[src/hw/rtl/sem_pkg.sv]
`timescale 1ns / 1ps
`default_nettype none
package sem_pkg;
    localparam int MAX_WIDTH  = 1024;
    localparam int COL_W      = $clog2(MAX_WIDTH);
    localparam int WIDTH_W    = 11;
    localparam int HEIGHT_W   = 16;
    localparam int PIX_W      = 24;
    localparam int ROOT_STEPS = 11;
    localparam int CNT_W      = 4;

    localparam logic [WIDTH_W-1:0]  RESET_WIDTH  = 11'd1024;
    localparam logic [HEIGHT_W-1:0] RESET_HEIGHT = 16'd768;

    localparam logic       REQ_PIXEL  = 1'b0;
    localparam logic       REQ_DRAIN  = 1'b1;
    localparam logic [1:0] CFG_WIDTH  = 2'd0;
    localparam logic [1:0] CFG_HEIGHT = 2'd1;

    typedef enum logic [2:0] {
        S_IDLE,
        S_SHIFT,
        S_GRAD,
        S_SQR,
        S_ROOT,
        S_FIN
    } state_t;

    typedef struct packed {
        logic load;
        logic shift;
        logic grad;
        logic sqr;
        logic root;
        logic out_load;
    } dp_cmd_t;

    typedef struct packed {
        logic emit;
        logic interior;
        logic out_free;
    } dp_sts_t;
endpackage
`default_nettype wire

[src/hw/rtl/sem_ctrl.sv]
`timescale 1ns / 1ps
`default_nettype none
module sem_ctrl (
    input  wire logic             aclk,
    input  wire logic             aresetn,
    input  wire logic             s_valid,
    output logic                  s_ready,
    input  wire sem_pkg::dp_sts_t sts,
    output sem_pkg::dp_cmd_t      cmd
);
    sem_pkg::state_t state_reg, state_next;
    logic [sem_pkg::CNT_W-1:0] cnt_reg, cnt_next;
    logic root_done;

    assign root_done = (cnt_reg == sem_pkg::CNT_W'(sem_pkg::ROOT_STEPS - 1));

    always_ff @(posedge aclk) begin
        if (!aresetn) begin
            state_reg <= sem_pkg::S_IDLE;
            cnt_reg   <= '0;
        end else begin
            state_reg <= state_next;
            cnt_reg   <= cnt_next;
        end
    end

    always_comb begin
        state_next = state_reg;
        cnt_next   = cnt_reg;
        case (state_reg)
            sem_pkg::S_IDLE: begin
                if (s_valid) state_next = sem_pkg::S_SHIFT;
            end
            sem_pkg::S_SHIFT: begin
                if (!sts.emit) state_next = sem_pkg::S_IDLE;
                else if (sts.interior) state_next = sem_pkg::S_GRAD;
                else state_next = sem_pkg::S_FIN;
            end
            sem_pkg::S_GRAD: state_next = sem_pkg::S_SQR;
            sem_pkg::S_SQR: begin
                state_next = sem_pkg::S_ROOT;
                cnt_next   = '0;
            end
            sem_pkg::S_ROOT: begin
                cnt_next = cnt_reg + 1'b1;
                if (root_done) state_next = sem_pkg::S_FIN;
            end
            sem_pkg::S_FIN: begin
                if (sts.out_free) state_next = sem_pkg::S_IDLE;
            end
            default: state_next = sem_pkg::S_IDLE;
        endcase
    end

    always_comb begin
        cmd     = '0;
        s_ready = 1'b0;
        case (state_reg)
            sem_pkg::S_IDLE: begin
                s_ready  = 1'b1;
                cmd.load = s_valid;
            end
            sem_pkg::S_SHIFT: cmd.shift = 1'b1;
            sem_pkg::S_GRAD:  cmd.grad  = 1'b1;
            sem_pkg::S_SQR:   cmd.sqr   = 1'b1;
            sem_pkg::S_ROOT:  cmd.root  = 1'b1;
            sem_pkg::S_FIN:   cmd.out_load = sts.out_free;
            default: cmd = '0;
        endcase
    end
endmodule
`default_nettype wire

[config.mk]
export PLATFORM = sky130hd
export DESIGN_NAME = sem_ctrl
export DESIGN_NICKNAME = d
export VERILOG_FILES = /design/src/hw/rtl/sem_pkg.sv /design/src/hw/rtl/sem_ctrl.sv
export SDC_FILE = /design/constraint.sdc
export NUM_CORES = 1
export LEC_CHECK = 0
export ABC_CLOCK_PERIOD_IN_PS = 1230
export BUFFER_PORTS_ARGS = -buffer_cell sky130_fd_sc_hd__buf_2
export CAP_MARGIN = 5
export CELL_PAD_IN_SITES_DETAIL_PLACEMENT = 1
export CELL_PAD_IN_SITES_GLOBAL_PLACEMENT = 1
export CORE_MARGIN = 4
export CORE_UTILIZATION = 34
export CTS_CLUSTER_DIAMETER = 150
export CTS_CLUSTER_SIZE = 10
export DETAILED_ROUTE_END_ITERATION = 8
export PLACE_DENSITY_LB_ADDON = 0.1
export SLEW_MARGIN = 15
export SYNTH_ARGS = -nofsm -noshare
export SYNTH_HDL_FRONTEND = slang
export SYNTH_SLANG_ARGS = --single-unit
export TNS_END_PERCENT = 10
[constraint.sdc]
create_clock -name aclk -period 1.23 [get_ports aclk]
set_input_delay 0.0615 -clock aclk [delete_from_list [all_inputs] [get_ports aclk]]
set_output_delay 0.0615 -clock aclk [all_outputs]
set_load 0.01 [all_outputs]
Yosys cells after proc, flatten, opt, wreduce, memory -nomap -nowiden. Cells that the tools add are included.

Bits in writable memories: 0. Word-level logic and storage cells: 29. Bits in read-only memories: 0. Memories kept: 0. Latch bits: 0. Bits of input ports: 6. Bits in registers: 7.

Shifts and indexed selects: 0. Multiply operators: 0. Bitwise logic cells: 0. Reduce and logical (&&, ||, !) cells: 3. Divide/modulo/power cells: 0. Order comparisons: 0. Mux-type cells: 14. $add $sub $neg: 1. Equality and inequality tests: 9.

Operators with widths (count): 3-bit one-hot mux with 6 select lines (1); 3-bit 2-to-1 mux (5); 4-bit one-hot mux with 2 select lines (1); 1-bit 2-to-1 mux (7); 3-bit by 2-bit == test with 1-bit output, second input constant (2); 3-bit == test, second input constant (2); 2-bit != test, second input constant (3); 4-bit by 1-bit adder with 4-bit output, second input constant (1); 4-bit == test, second input constant (1); 3-bit by 1-bit == test with 1-bit output, second input constant (1); 3-bit logical NOT (1); 3-bit AND reduction (1); 2-bit nonzero test (1).

Logic depth before layout (Yosys ltp).
Depth in word-level cells: 3. Gate-level depth with buffers: 5. Mapped depth without buffers: 5.

Worst setup path before layout. Ideal clock, no wire load.

Path kind: register to output. From: register state_reg[2]. To: output port cmd[5] (netlist name). Path slack: 0.110 ns. Arrival time: 1.058 ns. Path buffers: 1. Required time: 1.168 ns. Stages on the path, launching flop included: 4. Cells stage by stage: dfxtp_1 buf_2 nor3_1 and2_1.

RTL lines: start: declaration (line sem_ctrl.sv:11) `sem_pkg::state_t state_reg, state_next;`; start signal: assignment (line sem_ctrl.sv:19) `state_reg <= sem_pkg::S_IDLE;`; start signal: assignment (line sem_ctrl.sv:22) `state_reg <= state_next;`; end: declaration (line sem_ctrl.sv:9) `output sem_pkg::dp_cmd_t cmd`.

==> run summary <==
The worst slack on hold paths was 0.0787 ns. The tools report the standby leakage power as 0.319 nW. In the final layout, the share of cells above drive strength 1 is 50.0%.

After detailed routing, the average wire length per cell comes to 16.9 µm. The cell count after synthesis came out at 56. In this run the top signal layer used is met4.

Summed over its instances, the top area cell type makes up 30.0% of the synthesized netlist area. Part of the Yosys area used for sequential elements: 30.0%. The critical path in this run is classified as reg -> out. The number of clock sinks seen by CTS was 7; the maximum clock rate was 0.807 GHz. The count of nets left with antenna violations once routing finished came out at 0. The tools report the total length of routed met2 wires as 805 µm. In the synthesized netlist the async set-or-reset flop fraction comes to 0%. The logs give 0 for the number of hold-slack violations in the final timing report and 2 for the deepest clock path buffer count. The worst hold-check path type was in -> reg.

The total congestion overflow after global routing was 0. The root buffer cell chosen for the clock tree is clkbuf_4. Compared with the post-synthesis result, the final layout area differs by 59.2%. The register with the most flip-flops in the layout has 4 of them.

For this design the top-level I/O count stands at 13. For this configuration, the core starts out at a cell density of 35.9%. The floorplan step defined a core boundary enclosing 0.00130 mm². After synthesis, the cell types taking the most area are dfxtp_1 (30%), a21oi_1 (6.4%), ha_1 (5.4%). The final clock period utilization by the worst path was 101%. The tools report the max-slew violation total from the final report as 0.

The count of cells in the finished layout, fillers not included, comes to 97. TritonCTS built the clock tree. The flow ran to the end, but the final reports show violations.

The tool flagged a number of max-cap violations equal to 0. Between clock sinks in the finished design, the worst skew comes to 0.00698 ns. The run gives 1.18 ns as the critical path arrival. The checks that failed: setup timing. The wire-length estimate of the detail-placed layout is 944 µm. The number of buffers inserted by port buffering is 12, and the total number of nets in the final design is 91. After detailed routing, the number of remaining DRC violations is 0. The count of H-tree levels built during CTS was 1. The run gives 1.64 mm as the total length of routed wires. For the tightest slew margin relative to the limit, the log shows 79.3%. The synthesized design spends more area on one cell type than any other, namely dfxtp_1. The number of hold buffers added after CTS was 0. After clock tree synthesis, the clock-pin slew on the worst setup and hold paths is 0.05 ns. Summed instance area of the synthesized netlist: 467 µm². After layout, the minimum clock period comes to 1.24 ns. The per-cell via count in the routed design works out to 5.60.

The congestion estimate from routability-driven global placement came to 0.766. The run gives 1 as the final number of setup-violating endpoints. Across all layers, the routed design uses 543 vias. In the layout the commonest cells are buf_2 (10), buf_4 (8), buf_6 (7).

Most frequently used flop master after synthesis: dfxtp_1. For this design the ratio of total power to cell area is 1240 mW/mm². At the pin with the least slew margin, the transition time is 0.306 ns. The number of distinct library cell variants in the gate-level netlist after synthesis was 30. Counting tap cells, the placed design contains a total of 85 instances. The repair_antennas step left the layout with diodes totalling 0.

At the later pin of the worst-skew pair, clock insertion delay measures 0.27 ns. The worst-case IR drop observed on VDD is 0.000527 V. The startpoint class of the critical path was a flop.

In this run, CTS created clock tree buffers numbering 3. Across every metal layer, demand over resource in global routing totals 19.2%. The setup slack after layout was -0.00927 ns. The post-route met1 wirelength is 751 µm, and the width of the die is 45.1 µm. Along the worst path, the maximum fanout reaches 6.

The run gives 540 as the via count of the first global-routing pass. Counting every net in the synthesized netlist gives 64. Entering global routing, the biggest net connects 8 pins. The tools report the die outline area as 0.00203 mm².

The initial detailed-routing violation count was 7. Setup repair after global routing could not meet its margin everywhere. After synthesis, the mean cell area works out to 8.33 µm². The number of synthesized flops with an enable pin was 0.

The initialized floorplan defines 13 standard-cell rows. The initial antenna violation count is 0. The overall die height is 45.1 µm, and the wire length of the first global-routing pass is 2.70 mm. STA classifies the critical path endpoint as a primary output. The routed design uses 55 µm of met3 wire. STA puts the critical path data required time at 1.17 ns.

Leaving out fill and tap cells, the most frequent cell in the layout is buf_2. For this run, the number of Yosys warnings is 0. In this run, synthesis produced a sequential element count of 7. The pre-antenna-repair detailed-routing pass consisted of 4 iterations.
-- cell families after synthesis --
kind of cell	after synthesis	share of synthesized area, %
buffers and inverters	5	6.17
AO/OA/AOI/OAI	18	26.0
AND/OR/NAND/NOR	24	32.4
adder cells (fa/ha/maj)	2	5.36
flip-flops	7	30.0
-- metrics by stage --
step | util (%) | power, mW | cell area, µm² | worst slack, ns | setup TNS, ns
after detailed placement | 43.2 | 0.542 | 562 | 0.0236 | 0
after floorplan | - | 0.451 | 467 | 0.110 | 0
final | 57.1 | 0.920 | 743 | -0.00927 | -0.00927
after global placement | 43.2 | 0.541 | 562 | 0.0499 | 0
after global routing | 57.1 | 0.982 | 743 | -0.0804 | -0.216
after CTS | 52.5 | 0.857 | 683 | -0.00875 | -0.00875
-- routing by layer --
layer	global-route usage, %	vias to the layer above
met4	8.77	0
met2	30.5	11
li1	-	267
met3	4.78	3
met5	0	-
met1	24.2	262
-- area by class of cell --
class                           count  area (µm²)
Fill cell                         165         558
Multi-Input combinational cell     44         349
Timing Repair Buffer               25         189
Sequential cell                     7         153
Clock buffer                        4        26.3
Tap cell                           15        18.8
Inverter                            2        7.51
-- path summary, 6_finish.rpt --
check,depth (start not counted),slack (ns),end,start
max,4,-0.009,cmd[5],state_reg[1]
min reg2reg,2,0.57,cnt_reg[1],cnt_reg[1]
min,3,0.08,state_reg[1],sts[2]
max reg2reg,4,0.01,state_reg[0],state_reg[2]
-- worst max-delay path: stages, from the launching register on --
cell and delay (ns):
dfxtp_4 0.37, buf_6 0.12, nor3_4 0.17, and2_1 0.13, buf_2 0.12
-- synthesized netlist by cell type, types with 2 or more instances --
cell type and number:
a211oi_1 2, a21oi_1 6, buf_2 2, dfxtp_1 7
ha_1 2, inv_1 2, nand2b_1 4, nor2_1 4
nor3_1 3, o21ai_0 4
-- report_power, final --
group / internal (mW) / switching [mW] / leakage, nW / total, mW
Sequential: 0.254 / 0.0455 / 0.0596 / 0.300
Clock: 0.125 / 0.0996 / 0.0150 / 0.224
Combinational: 0.212 / 0.184 / 0.244 / 0.396
-- what timing repair did --
item	in CTS	in global routing
resized for setup	14	9
pin swaps	3	3
setup buffers	6	2
endpoints found under the setup margin	7	7
Power figures use the tool's default switching activity.
